## config.mk

```make
export PLATFORM = sky130hd
export DESIGN_NAME = lcd_4bit_write_sequencer_flat
export DESIGN_NICKNAME = d
export VERILOG_FILES = /design/src/rtl/lcd4w_pkg.sv /design/src/rtl/lcd4w_cmd_if.sv /design/src/rtl/lcd4w_pin_if.sv /design/src/rtl/lcd4w_cfg.sv /design/src/rtl/lcd4w_seq.sv /design/src/rtl/lcd_4bit_write_sequencer.sv /design/src/flat_wrapper.sv
export VERILOG_INCLUDE_DIRS = /design/src /design/src/rtl
export SDC_FILE = /design/constraint.sdc
export NUM_CORES = 1
export LEC_CHECK = 0
export ABC_AREA = 1
export BUFFER_PORTS_ARGS = -buffer_cell sky130_fd_sc_hd__buf_2
export CAP_MARGIN = 0
export CORE_MARGIN = 4
export CORE_UTILIZATION = 53
export CTS_CLUSTER_SIZE = 30
export DETAILED_ROUTE_END_ITERATION = 7
export PLACE_DENSITY = 0.8
export SLEW_MARGIN = 20
export SYNTH_ARGS = -nofsm -noshare
export SYNTH_HDL_FRONTEND = slang
export SYNTH_HIERARCHICAL = 1
export SYNTH_SLANG_ARGS = --single-unit
```

## constraint.sdc

```tcl
create_clock -name i_clk -period 3.1 [get_ports i_clk]
set_input_delay 0.62 -clock i_clk [delete_from_list [all_inputs] [get_ports i_clk]]
set_output_delay 0.62 -clock i_clk [all_outputs]
set_load 0.01 [all_outputs]
```

## src/rtl/lcd_4bit_write_sequencer_assert.svh

```systemverilog
// ----------------------------------------------------------------------------
// lcd_4bit_write_sequencer_assert.svh
// Assertion macros used by the LCD write sequencer step module (lcd4w_seq).
// ----------------------------------------------------------------------------
`ifndef LCD_4BIT_WRITE_SEQUENCER_ASSERT_SVH
`define LCD_4BIT_WRITE_SEQUENCER_ASSERT_SVH

// same-cycle implication
`define LCD4W_ASSERT_IMPL(label, clk, rst_n, ante, cons) \
    label: assert property (@(posedge clk) disable iff (!rst_n) (ante) |-> (cons)) \
        else $error("lcd4w assertion failed");

// next-cycle implication
`define LCD4W_ASSERT_NEXT(label, clk, rst_n, ante, cons) \
    label: assert property (@(posedge clk) disable iff (!rst_n) (ante) |=> (cons)) \
        else $error("lcd4w assertion failed");

`endif

```

## src/rtl/lcd4w_pkg.sv

```systemverilog
// ----------------------------------------------------------------------------
// lcd4w_pkg
// Types, codes and the microcode ROM of the 4-bit LCD write sequencer.
// ----------------------------------------------------------------------------
package lcd4w_pkg;

    // request opcodes
    localparam logic [1:0] OP_INSTR = 2'd0;
    localparam logic [1:0] OP_DATA  = 2'd1;
    localparam logic [1:0] OP_CURSOR = 2'd2;
    localparam logic [1:0] OP_INIT  = 2'd3;

    // register indexes (byte address bits [3:2])
    localparam logic [1:0] REG_LINE_COUNT = 2'd0;
    localparam logic [1:0] REG_FUNC_SET   = 2'd1;
    localparam logic [1:0] REG_DISP_CTL   = 2'd2;
    localparam logic [1:0] REG_ENTRY_MODE = 2'd3;

    localparam int AddrW = 4;

    localparam logic [7:0] SetDdram  = 8'h80;
    localparam logic [7:0] ClearCmd  = 8'h01;
    localparam logic [7:0] DispOffMask = 8'hFB;
    localparam logic [6:0] Row1Off = 7'h00;
    localparam logic [6:0] Row2Off = 7'h40;
    localparam logic [6:0] Row3Off = 7'h14;
    localparam logic [6:0] Row4Off = 7'h54;

    // nibble source
    localparam logic [2:0] NIB_HI   = 3'd0;
    localparam logic [2:0] NIB_LO   = 3'd1;
    localparam logic [2:0] NIB_ZERO = 3'd2;
    localparam logic [2:0] NIB_3    = 3'd3;
    localparam logic [2:0] NIB_2    = 3'd4;

    // byte source
    localparam logic [2:0] BYTE_CMD   = 3'd0;
    localparam logic [2:0] BYTE_FSET  = 3'd1;
    localparam logic [2:0] BYTE_DOFF  = 3'd2;
    localparam logic [2:0] BYTE_ENTRY = 3'd3;
    localparam logic [2:0] BYTE_CLEAR = 3'd4;
    localparam logic [2:0] BYTE_DCTL  = 3'd5;

    // hold time select
    localparam logic [2:0] HOLD_100   = 3'd0;
    localparam logic [2:0] HOLD_50    = 3'd1;
    localparam logic [2:0] HOLD_50X   = 3'd2;
    localparam logic [2:0] HOLD_2050  = 3'd3;
    localparam logic [2:0] HOLD_20000 = 3'd4;
    localparam logic [2:0] HOLD_5000  = 3'd5;
    localparam logic [2:0] HOLD_200   = 3'd6;

    // program entry points
    localparam logic [5:0] PcByte = 6'd0;
    localparam logic [5:0] PcInit = 6'd6;
    localparam logic [5:0] PcLast = 6'd46;

    typedef struct packed {
        logic [2:0] line_count;
        logic [7:0] function_set_cmd;
        logic [7:0] display_control_cmd;
        logic [7:0] entry_mode_cmd;
    } t_cfg;

    typedef struct packed {
        logic [2:0] nib_sel;
        logic [2:0] byte_sel;
        logic       en;
        logic [2:0] hold_sel;
        logic       last;
    } t_uop;

    function automatic t_uop uop_rom(input logic [5:0] addr);
        t_uop u;
        case (addr)
            // byte write: high nibble pulse, low nibble pulse
            6'd0:  u = '{NIB_HI, BYTE_CMD, 1'b0, HOLD_100, 1'b0};
            6'd1:  u = '{NIB_HI, BYTE_CMD, 1'b1, HOLD_100, 1'b0};
            6'd2:  u = '{NIB_HI, BYTE_CMD, 1'b0, HOLD_50,  1'b0};
            6'd3:  u = '{NIB_LO, BYTE_CMD, 1'b0, HOLD_100, 1'b0};
            6'd4:  u = '{NIB_LO, BYTE_CMD, 1'b1, HOLD_100, 1'b0};
            6'd5:  u = '{NIB_LO, BYTE_CMD, 1'b0, HOLD_50X, 1'b1};
            // init: power-up wait and 8-bit wake-up nibbles
            6'd6:  u = '{NIB_ZERO, BYTE_CMD, 1'b0, HOLD_20000, 1'b0};
            6'd7:  u = '{NIB_3, BYTE_CMD, 1'b0, HOLD_100,  1'b0};
            6'd8:  u = '{NIB_3, BYTE_CMD, 1'b1, HOLD_100,  1'b0};
            6'd9:  u = '{NIB_3, BYTE_CMD, 1'b0, HOLD_5000, 1'b0};
            6'd10: u = '{NIB_3, BYTE_CMD, 1'b1, HOLD_100,  1'b0};
            6'd11: u = '{NIB_3, BYTE_CMD, 1'b0, HOLD_200,  1'b0};
            6'd12: u = '{NIB_3, BYTE_CMD, 1'b1, HOLD_100,  1'b0};
            6'd13: u = '{NIB_3, BYTE_CMD, 1'b0, HOLD_5000, 1'b0};
            // switch to 4-bit
            6'd14: u = '{NIB_2, BYTE_CMD, 1'b0, HOLD_100, 1'b0};
            6'd15: u = '{NIB_2, BYTE_CMD, 1'b1, HOLD_100, 1'b0};
            6'd16: u = '{NIB_2, BYTE_CMD, 1'b0, HOLD_50,  1'b0};
            // function set
            6'd17: u = '{NIB_HI, BYTE_FSET, 1'b0, HOLD_100, 1'b0};
            6'd18: u = '{NIB_HI, BYTE_FSET, 1'b1, HOLD_100, 1'b0};
            6'd19: u = '{NIB_HI, BYTE_FSET, 1'b0, HOLD_50,  1'b0};
            6'd20: u = '{NIB_LO, BYTE_FSET, 1'b0, HOLD_100, 1'b0};
            6'd21: u = '{NIB_LO, BYTE_FSET, 1'b1, HOLD_100, 1'b0};
            6'd22: u = '{NIB_LO, BYTE_FSET, 1'b0, HOLD_50,  1'b0};
            // display off
            6'd23: u = '{NIB_HI, BYTE_DOFF, 1'b0, HOLD_100, 1'b0};
            6'd24: u = '{NIB_HI, BYTE_DOFF, 1'b1, HOLD_100, 1'b0};
            6'd25: u = '{NIB_HI, BYTE_DOFF, 1'b0, HOLD_50,  1'b0};
            6'd26: u = '{NIB_LO, BYTE_DOFF, 1'b0, HOLD_100, 1'b0};
            6'd27: u = '{NIB_LO, BYTE_DOFF, 1'b1, HOLD_100, 1'b0};
            6'd28: u = '{NIB_LO, BYTE_DOFF, 1'b0, HOLD_50,  1'b0};
            // entry mode
            6'd29: u = '{NIB_HI, BYTE_ENTRY, 1'b0, HOLD_100, 1'b0};
            6'd30: u = '{NIB_HI, BYTE_ENTRY, 1'b1, HOLD_100, 1'b0};
            6'd31: u = '{NIB_HI, BYTE_ENTRY, 1'b0, HOLD_50,  1'b0};
            6'd32: u = '{NIB_LO, BYTE_ENTRY, 1'b0, HOLD_100, 1'b0};
            6'd33: u = '{NIB_LO, BYTE_ENTRY, 1'b1, HOLD_100, 1'b0};
            6'd34: u = '{NIB_LO, BYTE_ENTRY, 1'b0, HOLD_50,  1'b0};
            // clear, long settle
            6'd35: u = '{NIB_HI, BYTE_CLEAR, 1'b0, HOLD_100,  1'b0};
            6'd36: u = '{NIB_HI, BYTE_CLEAR, 1'b1, HOLD_100,  1'b0};
            6'd37: u = '{NIB_HI, BYTE_CLEAR, 1'b0, HOLD_50,   1'b0};
            6'd38: u = '{NIB_LO, BYTE_CLEAR, 1'b0, HOLD_100,  1'b0};
            6'd39: u = '{NIB_LO, BYTE_CLEAR, 1'b1, HOLD_100,  1'b0};
            6'd40: u = '{NIB_LO, BYTE_CLEAR, 1'b0, HOLD_2050, 1'b0};
            // display on
            6'd41: u = '{NIB_HI, BYTE_DCTL, 1'b0, HOLD_100, 1'b0};
            6'd42: u = '{NIB_HI, BYTE_DCTL, 1'b1, HOLD_100, 1'b0};
            6'd43: u = '{NIB_HI, BYTE_DCTL, 1'b0, HOLD_50,  1'b0};
            6'd44: u = '{NIB_LO, BYTE_DCTL, 1'b0, HOLD_100, 1'b0};
            6'd45: u = '{NIB_LO, BYTE_DCTL, 1'b1, HOLD_100, 1'b0};
            6'd46: u = '{NIB_LO, BYTE_DCTL, 1'b0, HOLD_50X, 1'b1};
            default: u = '{NIB_ZERO, BYTE_CMD, 1'b0, HOLD_100, 1'b1};
        endcase
        return u;
    endfunction

endpackage

```

## src/rtl/lcd4w_cmd_if.sv

```systemverilog
// ----------------------------------------------------------------------------
// lcd4w_cmd_if
// Command request channel into the LCD write sequencer.
// ----------------------------------------------------------------------------
interface lcd4w_cmd_if;
    logic        valid;
    logic        ready;
    logic [1:0]  op;
    logic [7:0]  value;
    logic [6:0]  column;
    logic [6:0]  row;
    logic [10:0] extra_hold_us;

    modport source (output valid, op, value, column, row, extra_hold_us, input ready);
    modport sink   (input valid, op, value, column, row, extra_hold_us, output ready);
endinterface

```

## src/rtl/lcd4w_pin_if.sv

```systemverilog
// ----------------------------------------------------------------------------
// lcd4w_pin_if
// Pin-state request channel out of the LCD write sequencer.
// ----------------------------------------------------------------------------
interface lcd4w_pin_if;
    logic        valid;
    logic        ready;
    logic [3:0]  data_nibble;
    logic        reg_select;
    logic        enable;
    logic [14:0] hold_us;
    logic        last;

    modport source (output valid, data_nibble, reg_select, enable, hold_us, last,
                    input ready);
    modport sink   (input valid, data_nibble, reg_select, enable, hold_us, last,
                    output ready);
endinterface

```

## src/rtl/lcd4w_cfg.sv

```systemverilog
// ----------------------------------------------------------------------------
// lcd4w_cfg
// APB register file: line count and the three init command bytes.
// ----------------------------------------------------------------------------
module lcd4w_cfg (
    input  logic                          i_clk,
    input  logic                          i_rst_n,
    input  logic                          psel,
    input  logic                          penable,
    input  logic                          pwrite,
    input  logic [lcd4w_pkg::AddrW-1:0]   paddr,
    input  logic [31:0]                   pwdata,
    output logic [31:0]                   prdata,
    output logic                          pready,
    output lcd4w_pkg::t_cfg               o_cfg
);

    lcd4w_pkg::t_cfg r_cfg;
    logic [1:0]      reg_idx;
    logic            wr_en;

    assign reg_idx = paddr[3:2];
    assign wr_en   = psel & penable & pwrite;
    assign pready  = 1'b1;

    always_ff @(posedge i_clk) begin
        if (!i_rst_n) begin
            r_cfg.line_count          <= 3'd2;
            r_cfg.function_set_cmd    <= 8'h2C;
            r_cfg.display_control_cmd <= 8'h0C;
            r_cfg.entry_mode_cmd      <= 8'h06;
        end else if (wr_en) begin
            case (reg_idx)
                lcd4w_pkg::REG_LINE_COUNT: r_cfg.line_count          <= pwdata[2:0];
                lcd4w_pkg::REG_FUNC_SET:   r_cfg.function_set_cmd    <= pwdata[7:0];
                lcd4w_pkg::REG_DISP_CTL:   r_cfg.display_control_cmd <= pwdata[7:0];
                lcd4w_pkg::REG_ENTRY_MODE: r_cfg.entry_mode_cmd      <= pwdata[7:0];
                default: ;
            endcase
        end
    end

    always_comb begin
        case (reg_idx)
            lcd4w_pkg::REG_LINE_COUNT: prdata = {29'd0, r_cfg.line_count};
            lcd4w_pkg::REG_FUNC_SET:   prdata = {24'd0, r_cfg.function_set_cmd};
            lcd4w_pkg::REG_DISP_CTL:   prdata = {24'd0, r_cfg.display_control_cmd};
            lcd4w_pkg::REG_ENTRY_MODE: prdata = {24'd0, r_cfg.entry_mode_cmd};
            default:                   prdata = 32'd0;
        endcase
    end

    assign o_cfg = r_cfg;

endmodule

```

## src/rtl/lcd4w_seq.sv

```systemverilog
// ----------------------------------------------------------------------------
// lcd4w_seq
// Microcode step counter, ROM lookup and pin-state datapath.
// ----------------------------------------------------------------------------
`include "lcd_4bit_write_sequencer_assert.svh"

module lcd4w_seq (
    input  logic            i_clk,
    input  logic            i_rst_n,
    input  lcd4w_pkg::t_cfg i_cfg,
    lcd4w_cmd_if.sink       i_cmd,
    lcd4w_pin_if.source     o_pin
);

    // control state
    logic        r_busy;
    logic [5:0]  r_pc;
    logic        r_ovalid;
    // latched request
    logic [7:0]  r_byte;
    logic        r_rs;
    logic [10:0] r_extra;
    // output payload
    logic [3:0]  r_nib;
    logic        r_ors;
    logic        r_oen;
    logic [14:0] r_hold;
    logic        r_olast;

    logic            cmd_acc;
    logic            adv;
    logic [5:0]      start_pc;
    logic [6:0]      row_off;
    logic [7:0]      cursor_byte;
    logic [7:0]      n_byte;
    lcd4w_pkg::t_uop uop;
    logic [7:0]      sel_byte;
    logic [3:0]      n_nib;
    logic [14:0]     n_hold;

    assign i_cmd.ready = !r_busy;
    assign cmd_acc     = i_cmd.valid && !r_busy;
    assign adv         = r_busy && (!r_ovalid || o_pin.ready);
    assign start_pc    = (i_cmd.op == lcd4w_pkg::OP_INIT) ? lcd4w_pkg::PcInit
                                                          : lcd4w_pkg::PcByte;

    // set-cursor address; rows 3/4 only map on displays with more than two lines
    always_comb begin
        row_off = i_cmd.row;
        if (i_cmd.row == 7'd1) begin
            row_off = lcd4w_pkg::Row1Off;
        end else if (i_cmd.row == 7'd2) begin
            row_off = lcd4w_pkg::Row2Off;
        end else if (i_cfg.line_count > 3'd2 && i_cmd.row == 7'd3) begin
            row_off = lcd4w_pkg::Row3Off;
        end else if (i_cfg.line_count > 3'd2 && i_cmd.row == 7'd4) begin
            row_off = lcd4w_pkg::Row4Off;
        end
        cursor_byte = lcd4w_pkg::SetDdram | ({1'b0, i_cmd.column} + {1'b0, row_off});
    end

    always_comb begin
        case (i_cmd.op)
            lcd4w_pkg::OP_CURSOR: n_byte = cursor_byte;
            default:              n_byte = i_cmd.value;
        endcase
    end

    assign uop = lcd4w_pkg::uop_rom(r_pc);

    always_comb begin
        case (uop.byte_sel)
            lcd4w_pkg::BYTE_CMD:   sel_byte = r_byte;
            lcd4w_pkg::BYTE_FSET:  sel_byte = i_cfg.function_set_cmd;
            lcd4w_pkg::BYTE_DOFF:  sel_byte = i_cfg.display_control_cmd
                                              & lcd4w_pkg::DispOffMask;
            lcd4w_pkg::BYTE_ENTRY: sel_byte = i_cfg.entry_mode_cmd;
            lcd4w_pkg::BYTE_CLEAR: sel_byte = lcd4w_pkg::ClearCmd;
            lcd4w_pkg::BYTE_DCTL:  sel_byte = i_cfg.display_control_cmd;
            default:               sel_byte = r_byte;
        endcase
    end

    always_comb begin
        case (uop.nib_sel)
            lcd4w_pkg::NIB_HI:   n_nib = sel_byte[7:4];
            lcd4w_pkg::NIB_LO:   n_nib = sel_byte[3:0];
            lcd4w_pkg::NIB_ZERO: n_nib = 4'h0;
            lcd4w_pkg::NIB_3:    n_nib = 4'h3;
            lcd4w_pkg::NIB_2:    n_nib = 4'h2;
            default:             n_nib = 4'h0;
        endcase
    end

    always_comb begin
        case (uop.hold_sel)
            lcd4w_pkg::HOLD_100:   n_hold = 15'd100;
            lcd4w_pkg::HOLD_50:    n_hold = 15'd50;
            lcd4w_pkg::HOLD_50X:   n_hold = 15'd50 + {4'd0, r_extra};
            lcd4w_pkg::HOLD_2050:  n_hold = 15'd2050;
            lcd4w_pkg::HOLD_20000: n_hold = 15'd20000;
            lcd4w_pkg::HOLD_5000:  n_hold = 15'd5000;
            lcd4w_pkg::HOLD_200:   n_hold = 15'd200;
            default:               n_hold = 15'd100;
        endcase
    end

    always_ff @(posedge i_clk) begin
        if (!i_rst_n) begin
            r_busy   <= 1'b0;
            r_pc     <= 6'd0;
            r_ovalid <= 1'b0;
        end else begin
            if (cmd_acc) begin
                r_busy <= 1'b1;
                r_pc   <= start_pc;
            end else if (adv) begin
                if (uop.last) begin
                    r_busy <= 1'b0;
                end else begin
                    r_pc <= r_pc + 6'd1;
                end
            end
            if (adv) begin
                r_ovalid <= 1'b1;
            end else if (o_pin.ready) begin
                r_ovalid <= 1'b0;
            end
        end
    end

    always_ff @(posedge i_clk) begin
        if (cmd_acc) begin
            r_byte  <= n_byte;
            r_rs    <= (i_cmd.op == lcd4w_pkg::OP_DATA);
            r_extra <= i_cmd.extra_hold_us;
        end
        if (adv) begin
            r_nib   <= n_nib;
            r_ors   <= r_rs;
            r_oen   <= uop.en;
            r_hold  <= n_hold;
            r_olast <= uop.last;
        end
    end

    assign o_pin.valid       = r_ovalid;
    assign o_pin.data_nibble = r_nib;
    assign o_pin.reg_select  = r_ors;
    assign o_pin.enable      = r_oen;
    assign o_pin.hold_us     = r_hold;
    assign o_pin.last        = r_olast;

    `LCD4W_ASSERT_NEXT(a_accept_starts, i_clk, i_rst_n, cmd_acc,
        r_busy && r_pc == $past(start_pc))
    `LCD4W_ASSERT_NEXT(a_last_ends, i_clk, i_rst_n, adv && uop.last,
        !r_busy && r_ovalid && r_olast)
    `LCD4W_ASSERT_IMPL(a_pc_range, i_clk, i_rst_n, r_busy, r_pc <= lcd4w_pkg::PcLast)

endmodule

```

## src/rtl/lcd_4bit_write_sequencer.sv

```systemverilog
// ----------------------------------------------------------------------------
// lcd_4bit_write_sequencer
// Accept latches the command and the step counter; the first pin state is then
//   registered into the output register. Throughput: one pin state per cycle,
//   stalling while the output register is full and not taken; the input is held
//   busy from accept through all 6 states of a byte command, or 41 of init.
// Reset (synchronous, i_rst_n low) idles the sequencer and loads register
//   defaults: 2 lines, function set 0x2C, display control 0x0C, entry 0x06.
// ----------------------------------------------------------------------------
module lcd_4bit_write_sequencer (
    input  logic                        i_clk,
    input  logic                        i_rst_n,
    // configuration port
    input  logic                        psel,
    input  logic                        penable,
    input  logic                        pwrite,
    input  logic [lcd4w_pkg::AddrW-1:0] paddr,
    input  logic [31:0]                 pwdata,
    output logic [31:0]                 prdata,
    output logic                        pready,
    // command requests in, pin-state requests out
    lcd4w_cmd_if.sink                   i_cmd,
    lcd4w_pin_if.source                 o_pin
);

    // Register block. Writes must only happen while idle (the block does not enforce
    // this); the sequencer reads the registers live when it builds each pin state.
    lcd4w_pkg::t_cfg cfg;

    lcd4w_cfg u_cfg (
        .i_clk   (i_clk),
        .i_rst_n (i_rst_n),
        .psel    (psel),
        .penable (penable),
        .pwrite  (pwrite),
        .paddr   (paddr),
        .pwdata  (pwdata),
        .prdata  (prdata),
        .pready  (pready),
        .o_cfg   (cfg)
    );

    // Sequencer. A command picks a program entry (byte write or init); the
    // step counter walks the ROM one pin state per cycle into an output
    // register, stalling whenever that register is full and not taken.
    // Byte-write program: high nibble setup/strobe/release, then low nibble,
    // with the request's extra hold added to the final release.
    // Init program: 20 ms wait, three 0x3 wake-up strobes, 0x2 for 4-bit mode,
    // then function set, display off, entry mode, clear, display on.
    lcd4w_seq u_seq (
        .i_clk   (i_clk),
        .i_rst_n (i_rst_n),
        .i_cfg   (cfg),
        .i_cmd   (i_cmd),
        .o_pin   (o_pin)
    );

endmodule
```

## src/flat_wrapper.sv

```systemverilog
// flat-port wrapper written by rule: the top's interface ports become plain ports
module lcd_4bit_write_sequencer_flat 
  (i_clk, i_rst_n, psel, penable, pwrite, paddr, pwdata, prdata, pready, i_cmd_valid, i_cmd_op, i_cmd_value, i_cmd_column, i_cmd_row, i_cmd_extra_hold_us, i_cmd_ready, o_pin_valid, o_pin_data_nibble, o_pin_reg_select, o_pin_enable, o_pin_hold_us, o_pin_last, o_pin_ready);
  lcd4w_cmd_if i_cmd_i ();
  lcd4w_pin_if o_pin_i ();
  input  logic i_clk;
  input  logic i_rst_n;
  input  logic psel;
  input  logic penable;
  input  logic pwrite;
  input  logic [lcd4w_pkg::AddrW-1:0] paddr;
  input  logic [31:0] pwdata;
  output logic [31:0] prdata;
  output logic pready;
  input wire logic [$bits(i_cmd_i.valid)-1:0] i_cmd_valid;
  input wire logic [$bits(i_cmd_i.op)-1:0] i_cmd_op;
  input wire logic [$bits(i_cmd_i.value)-1:0] i_cmd_value;
  input wire logic [$bits(i_cmd_i.column)-1:0] i_cmd_column;
  input wire logic [$bits(i_cmd_i.row)-1:0] i_cmd_row;
  input wire logic [$bits(i_cmd_i.extra_hold_us)-1:0] i_cmd_extra_hold_us;
  output wire logic [$bits(i_cmd_i.ready)-1:0] i_cmd_ready;
  output wire logic [$bits(o_pin_i.valid)-1:0] o_pin_valid;
  output wire logic [$bits(o_pin_i.data_nibble)-1:0] o_pin_data_nibble;
  output wire logic [$bits(o_pin_i.reg_select)-1:0] o_pin_reg_select;
  output wire logic [$bits(o_pin_i.enable)-1:0] o_pin_enable;
  output wire logic [$bits(o_pin_i.hold_us)-1:0] o_pin_hold_us;
  output wire logic [$bits(o_pin_i.last)-1:0] o_pin_last;
  input wire logic [$bits(o_pin_i.ready)-1:0] o_pin_ready;
  assign i_cmd_i.valid = i_cmd_valid;
  assign i_cmd_i.op = i_cmd_op;
  assign i_cmd_i.value = i_cmd_value;
  assign i_cmd_i.column = i_cmd_column;
  assign i_cmd_i.row = i_cmd_row;
  assign i_cmd_i.extra_hold_us = i_cmd_extra_hold_us;
  assign i_cmd_ready = i_cmd_i.ready;
  assign o_pin_valid = o_pin_i.valid;
  assign o_pin_data_nibble = o_pin_i.data_nibble;
  assign o_pin_reg_select = o_pin_i.reg_select;
  assign o_pin_enable = o_pin_i.enable;
  assign o_pin_hold_us = o_pin_i.hold_us;
  assign o_pin_last = o_pin_i.last;
  assign o_pin_i.ready = o_pin_ready;
  lcd_4bit_write_sequencer u_core (.i_clk(i_clk), .i_rst_n(i_rst_n), .psel(psel), .penable(penable), .pwrite(pwrite), .paddr(paddr), .pwdata(pwdata), .prdata(prdata), .pready(pready), .i_cmd(i_cmd_i), .o_pin(o_pin_i));
endmodule
```

==> results.sh, run 1 <==
export IMPL_h_tree_depth=3
export IMPL_worstSkewPairLatency_ps=360
export IMPL_antenna_cells=0
export IMPL_start_util_pct=54.7
export IMPL_rsz0062_at_grt="false"
export IMPL_reg2reg_to="u_core/u_seq/r_byte[6]"
export IMPL_hold_slack_ps=413
export IMPL_placed_area_sq_um=5460
export IMPL_synth_edff_count=41
export IMPL_pre_cts_ws_ps=-95.0
export IMPL_first_global_vias=4239
export IMPL_r2r_setup_slack_ps=580
export IMPL_clock_path_buffers=2
export IMPL_nets=852
export IMPL_yosysTopAreaCell="edfxtp_1"
export IMPL_maxCapViolations=0
export IMPL_post_route_drc_count=0
export IMPL_yosys_warnings=6
export IMPL_end_kind="flip-flop"
export IMPL_postSynthAreaPerCell_sq_um=7.46
export IMPL_netlist_top_cells_area="edfxtp_1 (24%), dfxtp_1 (18%), nand2_1 (15%)"
export IMPL_grt_max_degree=34
export IMPL_holdPathStages=0
export IMPL_irDropWorstVdd_uv=208
export IMPL_timing_final_hold_violations=0
export IMPL_syn_cell_area_sq_um=5080
export IMPL_criticalPathCategory="input port to flip-flop"
export IMPL_place_gp_congestion=0.899
export IMPL_area_growth_pct=11.5
export IMPL_outcome="completed"
export IMPL_coreArea_sq_um=9280
export IMPL_clk_pin_slew_worst_paths_ps=90
export IMPL_postRouteWirelength_um=11600
export IMPL_slowest_stage="fa_1"
export IMPL_reg2reg_from="u_core/u_cfg/o_cfg[25]"
export IMPL_grt_pass1_wl_um=18800
export IMPL_placed_cells=877
export IMPL_min_from="u_core/u_seq/uop[4]"
export IMPL_ant_nets=0
export IMPL_rr_worst_depth=15
export IMPL_cts_sinks=87
export IMPL_min_period_over_period_pct=90.9
export IMPL_cts_tree="done"
export IMPL_max_stage_delay_ps=420
export IMPL_ys_seq_area_share_pct=42.4
export IMPL_dieArea_sq_um=11200
export IMPL_synth_seq_cells=87
export IMPL_synth_top_area_share_pct=24.2
export IMPL_power_leakage_nw=2.72
export IMPL_crit_family="simple AND/OR/NAND/NOR gates"
export IMPL_fin_skew_ps=8.25
export IMPL_dr_pass1_iters=5
export IMPL_stdcell_count=893
export IMPL_synthArstFlopShare_pct=0
export IMPL_yosys_cell_types_count=43
export IMPL_io_pin_count=135
export IMPL_syn_inst=681
export IMPL_tightest_slew_ps=835
export IMPL_die_w_um=106
export IMPL_fin_area_sq_um=5670
export IMPL_hp_class="flip-flop to flip-flop"
export IMPL_post_drt_wl_per_cell_um=13.0
export IMPL_synth_most_common_cell="nand2_1"
export IMPL_postCtsSetupBuffers=0
export IMPL_critPathArrivalTime_ps=2940
export IMPL_vias_per_cell=5.17
export IMPL_rows=35
export IMPL_max_freq_ghz=0.355
export IMPL_multi_input_area_sq_um=2420
export IMPL_fin_crit_ps=2820
export IMPL_slew_headroom_pct=43.7
export IMPL_cts_made_buffers=9
export IMPL_hold_end="u_core/u_seq/o_pin.enable"
export IMPL_finalWorstSetupSlack_ps=282
export IMPL_drive_gt1_share_pct=17.4
export IMPL_path_common_cell="nand3_1"
export IMPL_overflow=0
export IMPL_setup_viol=0
export IMPL_cp_start_kind="input port"
export IMPL_regArea_sq_um=2150
export IMPL_grt_usage_pct=20.4
export IMPL_hpwl_um=8620
export IMPL_p_per_area_nw_per_um2=448
export IMPL_ys_flop_type="dfxtp_1"
export IMPL_num_vias=4620
export IMPL_path_max_fanout=4
export IMPL_synthTopCellsByCount="nand2_1 (202), inv_1 (74), nand3_1 (73)"
export IMPL_slew_violations=0
export IMPL_die_height_um=106
export IMPL_final_util_pct=61.1
export IMPL_port_buffers=82
export IMPL_drt_initial_drc_count=364
export IMPL_grt_antenna_before_repair=0
export IMPL_crit_required_ps=3220
export IMPL_critPathBufInv=2
export IMPL_path_cells="buf_2 > or2_2 > nor3_1 > nand3_1 > o311a_1 > ha_1 > fa_1 > nand3_1 > nand3_1 > nand2_1 > nand2_1 > a21oi_2 > inv_1 > nand2_1 > nand3_1 > nand3_1 > nand2_1"
export IMPL_root_buffer="clkbuf_8"
export IMPL_fill_cells=837
[worst register-to-register path, stage by stage (launching register included)]
cell and delay (ps):
dfxtp_1 370, a21o_1 180, nand3_1 150, o311a_1 150, ha_1 210, fa_1 420
nand3_1 100, nand3_1 90, nand2_1 90, nand2_1 70, a21oi_2 130, inv_1 60
nand2_1 70, nand3_1 70, nand3_1 80, nand2_1 50
[through the flow]
| step | power [mW] | TNS [ps] |
|---|---|---|
| after floorplan | 1.63 | 0 |
| after global placement | 1.72 | 0 |
| after detailed placement | 1.74 | -95.0 |
| after CTS | 2.55 | 0 |
| after global routing | 2.66 | 0 |
| final | 2.54 | 0 |
[report_power, final]
group | total, mW | internal (mW) | leakage, nW | switching (mW)
clock network | 0.824 | 0.381 | 0.0929 | 0.443
logic | 0.413 | 0.143 | 1.86 | 0.270
registers | 1.30 | 1.27 | 0.766 | 0.0322
[final cells by class]
class / instances / area share, %
multi-input cells: 497 / 42.7
flip-flops and latches: 87 / 38.0
repair buffers: 85 / 7.64
inverters: 79 / 5.23
well taps: 129 / 2.85
clock buffers: 9 / 2.19
clock inverters: 7 / 1.39
[placed cells by master (no fill, tap or decap), drive strengths merged, types with 9 or more instances in the layout]
master,count
dfxtp,46
edfxtp,41
nand4,15
ha,14
nor2,80
o21ai,32
clkbuf,9
buf,85
conb,26
a21oi,13
nand3,78
nand2,211
inv,82
[worst max-delay path by stage]
stage / startpoint / endpoint / slack, ps / cells after the start
6_report: i_cmd_row[3] / u_core/u_seq/r_byte[6] / 280 / 17
3_5_place_dp: i_cmd_row[3] / u_core/u_seq/r_byte[6] / -90 / 17
5_1_grt: i_cmd_row[3] / u_core/u_seq/r_byte[6] / 40 / 17
4_1_cts: i_cmd_row[3] / u_core/u_seq/r_byte[6] / 300 / 17
3_3_place_gp: i_cmd_row[3] / u_core/u_seq/r_byte[6] / 40 / 17
2_1_floorplan: i_cmd_row[3] / u_core/u_seq/r_byte[6] / 270 / 16
[logic make-up (layout without fill, tap and decap cells)]
kind of cell / Yosys count / in the layout / synth area share [%]
AND/OR/NAND/NOR: 393 / 393 / 34.4
buffers and inverters: 120 / 180 / 11.7
flip-flops: 87 / 87 / 42.4
AO/OA/AOI/OAI: 58 / 58 / 6.45
adder cells (fa/ha/maj): 15 / 15 / 3.84
XOR/XNOR: 5 / 5 / 1.01
other: 3 / 26 / 0.222
[routing by layer]
layer	part of all wire [%]	track usage, %	up-vias
li1	-	-	2305
met1	43	25.9	2127
met2	49	35.1	172
met3	7.2	4.43	16
met4	1.2	5.74	0
met5	0	0	-
[state kept, by name, summed over array words and instances (netlist names), 4 cells and up]
register,cells
u_core/u_seq/r_extra,11
u_core/u_seq/r_byte,8
u_core/u_seq/uop,11
u_core/u_seq/o_pin.data_nibble,4
u_core/u_cfg/o_cfg,27
u_core/u_seq/r_pc,6
u_core/u_seq/o_pin.hold_us,14
[what timing repair did]
action,CTS,global route
setup endpoints to repair,0,1
resized for setup,0,1
hold buffers,0,0
Power figures use the tool's default switching activity.
==> inputs of run 2 (changes only) <==
--- a/config.mk
+++ b/config.mk
@@ -9,11 +9,14 @@
 export ABC_AREA = 1
 export BUFFER_PORTS_ARGS = -buffer_cell sky130_fd_sc_hd__buf_2
 export CAP_MARGIN = 0
+export CELL_PAD_IN_SITES_DETAIL_PLACEMENT = 2
+export CELL_PAD_IN_SITES_GLOBAL_PLACEMENT = 2
 export CORE_MARGIN = 4
-export CORE_UTILIZATION = 53
+export CORE_UTILIZATION = 33
+export CTS_BUF_LIST = sky130_fd_sc_hd__clkbuf_8
 export CTS_CLUSTER_SIZE = 30
 export DETAILED_ROUTE_END_ITERATION = 7
-export PLACE_DENSITY = 0.8
+export PLACE_DENSITY_LB_ADDON = 0.1
 export SLEW_MARGIN = 20
 export SYNTH_ARGS = -nofsm -noshare
 export SYNTH_HDL_FRONTEND = slang
==> constraint.sdc (replaced) <==
create_clock -name i_clk -period 3.5 [get_ports i_clk]
set_input_delay 0.7 -clock i_clk [delete_from_list [all_inputs] [get_ports i_clk]]
set_output_delay 0.7 -clock i_clk [all_outputs]
set_load 0.01 [all_outputs]
==> run 2 against run 1 <==
  * Global-route usage down 2.1 points
  * Routed wire length up 34%
  * Worst setup slack better by 190 ps
  * Final area up 1.4%
  * Die area up 56%
  * Sequential share of layout area down 0.51 points
  * Non-clock buffer count unchanged
  * Clock skew up 5.4 ps
  * Hold slack better by 16 ps
  * Utilization down 23 points
  * First-iteration DRC count down 55%
  * Critical path depth unchanged
  * Critical endpoint unchanged
  * Largest power group unchanged
==> results.sh, run 2 (synthesis results as in run 1) <==
export IMPL_outcome="completed"
export IMPL_slew_violations=0
export IMPL_post_drt_wl_per_cell_um=16.3
export IMPL_h_tree_depth=3
export IMPL_first_global_vias=5170
export IMPL_grt_usage_pct=18.3
export IMPL_power_leakage_nw=2.73
export IMPL_root_buffer="clkbuf_8"
export IMPL_maxCapViolations=0
export IMPL_coreArea_sq_um=15100
export IMPL_place_gp_congestion=0.850
export IMPL_overflow=0
export IMPL_ant_nets=0
export IMPL_layout_common_cells="nand2_1 (202), buf_2 (82), inv_1 (74), nand3_1 (73), nor2_1 (71)"
export IMPL_grt_antenna_before_repair=0
export IMPL_antenna_cells=0
export IMPL_rr_worst_depth=15
export IMPL_fill_cells=1783
export IMPL_critPathArrivalTime_ps=3160
export IMPL_die_w_um=132
export IMPL_drive_gt1_share_pct=17.3
export IMPL_hp_class="flip-flop to flip-flop"
export IMPL_slew_headroom_pct=34.7
export IMPL_final_setup_tns_ps=0
export IMPL_dieArea_sq_um=17400
export IMPL_tightest_slew_ps=979
export IMPL_port_buffers=82
export IMPL_num_vias=4634
export IMPL_criticalPathCategory="input port to flip-flop"
export IMPL_final_util_pct=37.9
export IMPL_cts_sinks=87
export IMPL_io_pin_count=135
export IMPL_setup_viol=0
export IMPL_drt_initial_drc_count=164
export IMPL_area_growth_pct=13.1
export IMPL_vias_per_cell=4.87
export IMPL_clk_pin_slew_worst_paths_ps=100
export IMPL_use_met2_pct=31.8
export IMPL_largest_reg_flops=27
export IMPL_cp_start_kind="input port"
export IMPL_end_kind="flip-flop"
export IMPL_regArea_sq_um=2150
export IMPL_timing_final_hold_violations=0
export IMPL_holdPathStages=0
export IMPL_crit_required_ps=3640
export IMPL_fin_skew_ps=13.7
export IMPL_cts_resized=0
export IMPL_gr_usage_met1_pct=23.6
export IMPL_p_per_area_nw_per_um2=402
export IMPL_post_route_drc_count=0
export IMPL_cts_tree="done"
export IMPL_nets=852
export IMPL_rsz0062_at_grt="false"
export IMPL_grt_pass1_wl_um=26100
export IMPL_hpwl_um=11900
export IMPL_fin_crit_ps=3030
export IMPL_max_freq_ghz=0.330
export IMPL_postCtsSetupBuffers=0
export IMPL_layout_commonest_cell="nand2_1"
export IMPL_clock_path_buffers=2
export IMPL_gr_max_usage_layer="met2"
export IMPL_worstSkewPairLatency_ps=370
export IMPL_path_max_fanout=4
export IMPL_dr_pass1_iters=4
export IMPL_use_met3_pct=3.59
export IMPL_cts_made_buffers=9
export IMPL_cts_hold_buffers_added=0
export IMPL_min_period_over_period_pct=86.5
export IMPL_multi_input_area_sq_um=2420
export IMPL_die_height_um=132
export IMPL_postRouteWirelength_um=15500
export IMPL_irDropWorstVdd_uv=212
export IMPL_start_util_pct=33.5
export IMPL_grt_max_degree=28
export IMPL_rows=45
## run 2: final timing paths
kind,slack [ps],start,endpoint
hold / removal,430,u_core/u_seq/uop[4],u_core/u_seq/o_pin.enable
setup reg to reg,890,u_core/u_cfg/o_cfg[24],u_core/u_seq/r_byte[6]
hold reg to reg,430,u_core/u_seq/uop[4],u_core/u_seq/o_pin.enable
setup / recovery,470,i_cmd_row[3],u_core/u_seq/r_byte[6]
## run 2: per-layer routing
| metal | share of wire, % | vias up |
|---|---|---|
| li1 | - | 2299 |
| met3 | 3.4 | 9 |
| met5 | 0 | - |
| met2 | 48 | 85 |
| met4 | 0.97 | 0 |
| met1 | 47 | 2241 |
## run 2: report_power, final
group	internal, mW	switching (mW)
combinational	0.127	0.258
sequential	1.13	0.0320
clock	0.348	0.419
total	1.60	0.709
## run 2: final cells by class
| type | count | share of cell area (%) |
|---|---|---|
| Sequential cell | 87 | 37.5 |
| Clock inverter | 7 | 1.50 |
| Clock buffer | 9 | 2.16 |
| Timing Repair Buffer | 85 | 7.53 |
| Inverter | 79 | 5.16 |
| Multi-Input combinational cell | 497 | 42.1 |
| Tap cell | 188 | 4.09 |
## run 2: per-stage QoR
stage | worst slack [ps] | hold WS [ps] | power [mW] | instances | instance area, sq um
6_report | 472 | 429 | 2.31 | 952 | 5750
4_1_cts | 496 | 434 | 2.36 | 952 | 5750
3_3_place_gp | 300 | 388 | 1.55 | 936 | 5540
3_5_place_dp | 75.7 | 408 | 1.57 | 936 | 5540
5_1_grt | 338 | 433 | 2.45 | 952 | 5750
2_1_floorplan | 590 | 386 | 1.44 | 704 | 5170
## run 2: critical path: stages
cell and delay, ps:
buf_2 120, or2_2 320, nor3_1 150, nand3_1 150, o311a_1 150, ha_1 210
fa_1 410, nand3_1 90, nand3_1 100, nand2_1 90, nand2_1 60, a21oi_1 200
inv_1 80, nand2_1 90, nand3_1 80, nand3_1 90, nand2_1 70
==> inputs of run 3 (changes only) <==
--- a/config.mk
+++ b/config.mk
@@ -6,14 +6,14 @@
 export SDC_FILE = /design/constraint.sdc
 export NUM_CORES = 1
 export LEC_CHECK = 0
-export ABC_AREA = 1
 export BUFFER_PORTS_ARGS = -buffer_cell sky130_fd_sc_hd__buf_2
 export CAP_MARGIN = 0
 export CELL_PAD_IN_SITES_DETAIL_PLACEMENT = 2
 export CELL_PAD_IN_SITES_GLOBAL_PLACEMENT = 2
 export CORE_MARGIN = 4
-export CORE_UTILIZATION = 33
+export CORE_UTILIZATION = 36
 export CTS_BUF_LIST = sky130_fd_sc_hd__clkbuf_8
+export CTS_CLUSTER_DIAMETER = 200
 export CTS_CLUSTER_SIZE = 30
 export DETAILED_ROUTE_END_ITERATION = 7
 export PLACE_DENSITY_LB_ADDON = 0.1
==> run 3 against run 2 <==
  * Global-route usage down 0.19 points
  * Final area is 1.1% higher
  * Power decreased by 4.9%
  * Utilization grew 3.6 points
  * Fmax rose by 0.47%
  * Register-to-register slack worse by 180 ps
  * Synthesized cell count shrank 20%
  * Cell count down 16%
  * Via count down 9.8%
  * Worst setup slack better by 14 ps
  * Count of clock-buffer cells in the layout did not move
  * First-iteration DRC count rose by 5.5%
==> results.sh, run 3 <==
export IMPL_nets=704
export IMPL_cp_start_kind="input port"
export IMPL_syn_cell_area_sq_um=5180
export IMPL_grt_pass1_wl_um=23700
export IMPL_timing_final_hold_violations=0
export IMPL_ys_flop_type="dfxtp_1"
export IMPL_drive_gt1_share_pct=21.4
export IMPL_r2r_setup_slack_ps=710
export IMPL_tightest_slew_ps=843
export IMPL_postSynthAreaPerCell_sq_um=9.51
export IMPL_synth_edff_count=41
export IMPL_coreArea_sq_um=14000
export IMPL_fin_crit_ps=3010
export IMPL_postCtsSetupBuffers=0
export IMPL_path_cells="buf_2 > or4_1 > nor2_1 > a21boi_0 > ha_1 > fa_1 > a21o_1 > a21oi_1 > o21bai_1 > a21oi_1 > xnor2_1 > o21ai_0"
export IMPL_hp_class="flip-flop to flip-flop"
export IMPL_fin_skew_ps=25.4
export IMPL_slew_headroom_pct=43.7
export IMPL_layout_common_cells="buf_2 (82), nand2_1 (56), dfxtp_1 (46), edfxtp_1 (41), a21oi_1 (30)"
export IMPL_synth_most_common_cell="nand2_1"
export IMPL_port_buffers=82
export IMPL_outcome="completed"
export IMPL_max_stage_delay_ps=570
export IMPL_regArea_sq_um=2150
export IMPL_ant_nets=0
export IMPL_syn_inst=545
export IMPL_final_setup_tns_ps=0
export IMPL_synthMuxAreaShare_pct=9.94
export IMPL_synth_seq_cells=87
export IMPL_ys_seq_area_share_pct=41.5
export IMPL_power_leakage_nw=2.41
export IMPL_synthTopCellsByCount="nand2_1 (56), dfxtp_1 (46), edfxtp_1 (41)"
export IMPL_criticalPathCategory="input port to flip-flop"
export IMPL_die_w_um=128
export IMPL_clock_path_buffers=2
export IMPL_critPathBufInv=1
export IMPL_cts_made_buffers=9
export IMPL_path_max_fanout=3
export IMPL_antenna_cells=0
export IMPL_cts_tree="done"
export IMPL_end_kind="flip-flop"
export IMPL_hpwl_um=11200
export IMPL_yosysTopAreaCell="edfxtp_1"
export IMPL_layout_commonest_cell="buf_2"
export IMPL_first_global_vias=4550
export IMPL_overflow=0
export IMPL_synthArstFlopShare_pct=0
export IMPL_p_per_area_nw_per_um2=378
export IMPL_p_total_mw=2.20
export IMPL_stdcell_count=796
export IMPL_max_freq_ghz=0.332
export IMPL_die_height_um=128
export IMPL_io_pin_count=135
export IMPL_setup_viol=0
export IMPL_synth_xor_area_share_pct=2.70
export IMPL_finalWorstSetupSlack_ps=486
export IMPL_cts_resized=0
export IMPL_post_drt_wl_per_cell_um=18.3
export IMPL_yosys_warnings=6
export IMPL_pre_cts_ws_ps=83.9
export IMPL_grt_max_degree=40
export IMPL_critPathArrivalTime_ps=3110
export IMPL_irDropWorstVdd_uv=217
export IMPL_vias_per_cell=5.25
export IMPL_placed_cells=780
export IMPL_crit_required_ps=3600
export IMPL_root_buffer="clkbuf_8"
export IMPL_yosys_cell_types_count=63
export IMPL_dr_pass1_iters=4
export IMPL_synth_fa_ha_area_share_pct=3.77
export IMPL_synth_top_family_by_area="compound AO/OA/AOI/OAI gates"
export IMPL_largest_reg_flops=27
export IMPL_path_common_cell="a21oi_1"
export IMPL_area_growth_pct=12.0
export IMPL_rows=43
export IMPL_postRouteWirelength_um=14500
export IMPL_hold_slack_ps=438
export IMPL_synth_top_area_share_pct=23.8
export IMPL_clk_pin_slew_worst_paths_ps=110
export IMPL_rsz0062_at_grt="false"
export IMPL_slowest_stage="or4_1"
export IMPL_cts_sinks=87
export IMPL_dieArea_sq_um=16400
export IMPL_post_route_drc_count=0
export IMPL_fill_cells=1567
export IMPL_multi_input_area_sq_um=2690
export IMPL_cts_hold_buffers_added=0
export IMPL_grt_usage_pct=18.1
export IMPL_slew_violations=0
export IMPL_num_vias=4181
export IMPL_grt_antenna_before_repair=0
export IMPL_worstSkewPairLatency_ps=380
export IMPL_synth_compound_area_share_pct=17.4
export IMPL_maxCapViolations=0
export IMPL_h_tree_depth=3
export IMPL_drt_initial_drc_count=173
export IMPL_synth_simple_gate_area_share_pct=16.1
export IMPL_place_gp_congestion=0.789
export IMPL_min_period_over_period_pct=86.1
export IMPL_netlist_top_cells_area="edfxtp_1 (24%), dfxtp_1 (18%), mux2i_1 (5.6%)"
export IMPL_start_util_pct=37.1
export IMPL_crit_family="compound AO/OA/AOI/OAI gates"
[run 3: kinds of logic (layout without fill, tap and decap cells)]
logic type	after synthesis	in the layout
XOR/XNOR	16	16
adder cells (fa/ha/maj)	15	15
multiplexers	46	46
AND/OR/NAND/NOR	166	166
other	3	26
flip-flops	87	87
buffers and inverters	77	125
AO/OA/AOI/OAI	135	135
[run 3: layer usage]
metal | vias to the layer above | routed length [um] | GRT usage (%)
met5 | - | 0 | 0
met4 | 0 | 109 | 4.93
met3 | 8 | 479 | 2.25
met2 | 81 | 7080 | 31.0
met1 | 2053 | 6880 | 24.2
li1 | 2039 | - | -
[run 3: path summary, 6_finish.rpt]
kind / startpoint / end / cells past startpoint
setup / recovery: i_cmd_row[3] / u_core/u_seq/r_byte[6] / 12
hold / removal: u_core/u_seq/uop[4] / u_core/u_seq/o_pin.enable / 0
setup reg to reg: u_core/u_cfg/o_cfg[24] / u_core/u_seq/r_byte[5] / 11
hold reg to reg: u_core/u_seq/uop[4] / u_core/u_seq/o_pin.enable / 0
[run 3: cell type report]
| type | instances | area share, % |
|---|---|---|
| inverters | 18 | 1.16 |
| multi-input cells | 404 | 46.3 |
| well taps | 180 | 3.88 |
| flip-flops and latches | 87 | 37.1 |
| clock inverters | 7 | 1.25 |
| repair buffers | 91 | 8.23 |
| clock buffers | 9 | 2.13 |
[run 3: power by group]
part	leakage, nW	total (mW)	switching [mW]	internal (mW)
Clock	0.101	0.727	0.395	0.333
Sequential	0.761	1.15	0.0330	1.12
Combinational	1.55	0.319	0.189	0.131
[run 3: per-stage QoR]
step	cell area, sq um	utilization, %
CTS	5810	41.5
floorplan	5270	-
global placement	5610	40.1
detailed placement	5610	40.1
finish	5810	41.5
global route	5810	41.5
[run 3: worst reg2reg max path, stage by stage, from the launching register on]
cell      delay (ps)
dfxtp_1          350
a21oi_1          410
nand2_1          100
a21boi_0         370
ha_1             310
a21o_1           160
a21o_1           190
a21oi_1          160
nor2_1            60
nor2_1           120
xor2_1           170
o21ai_0          120
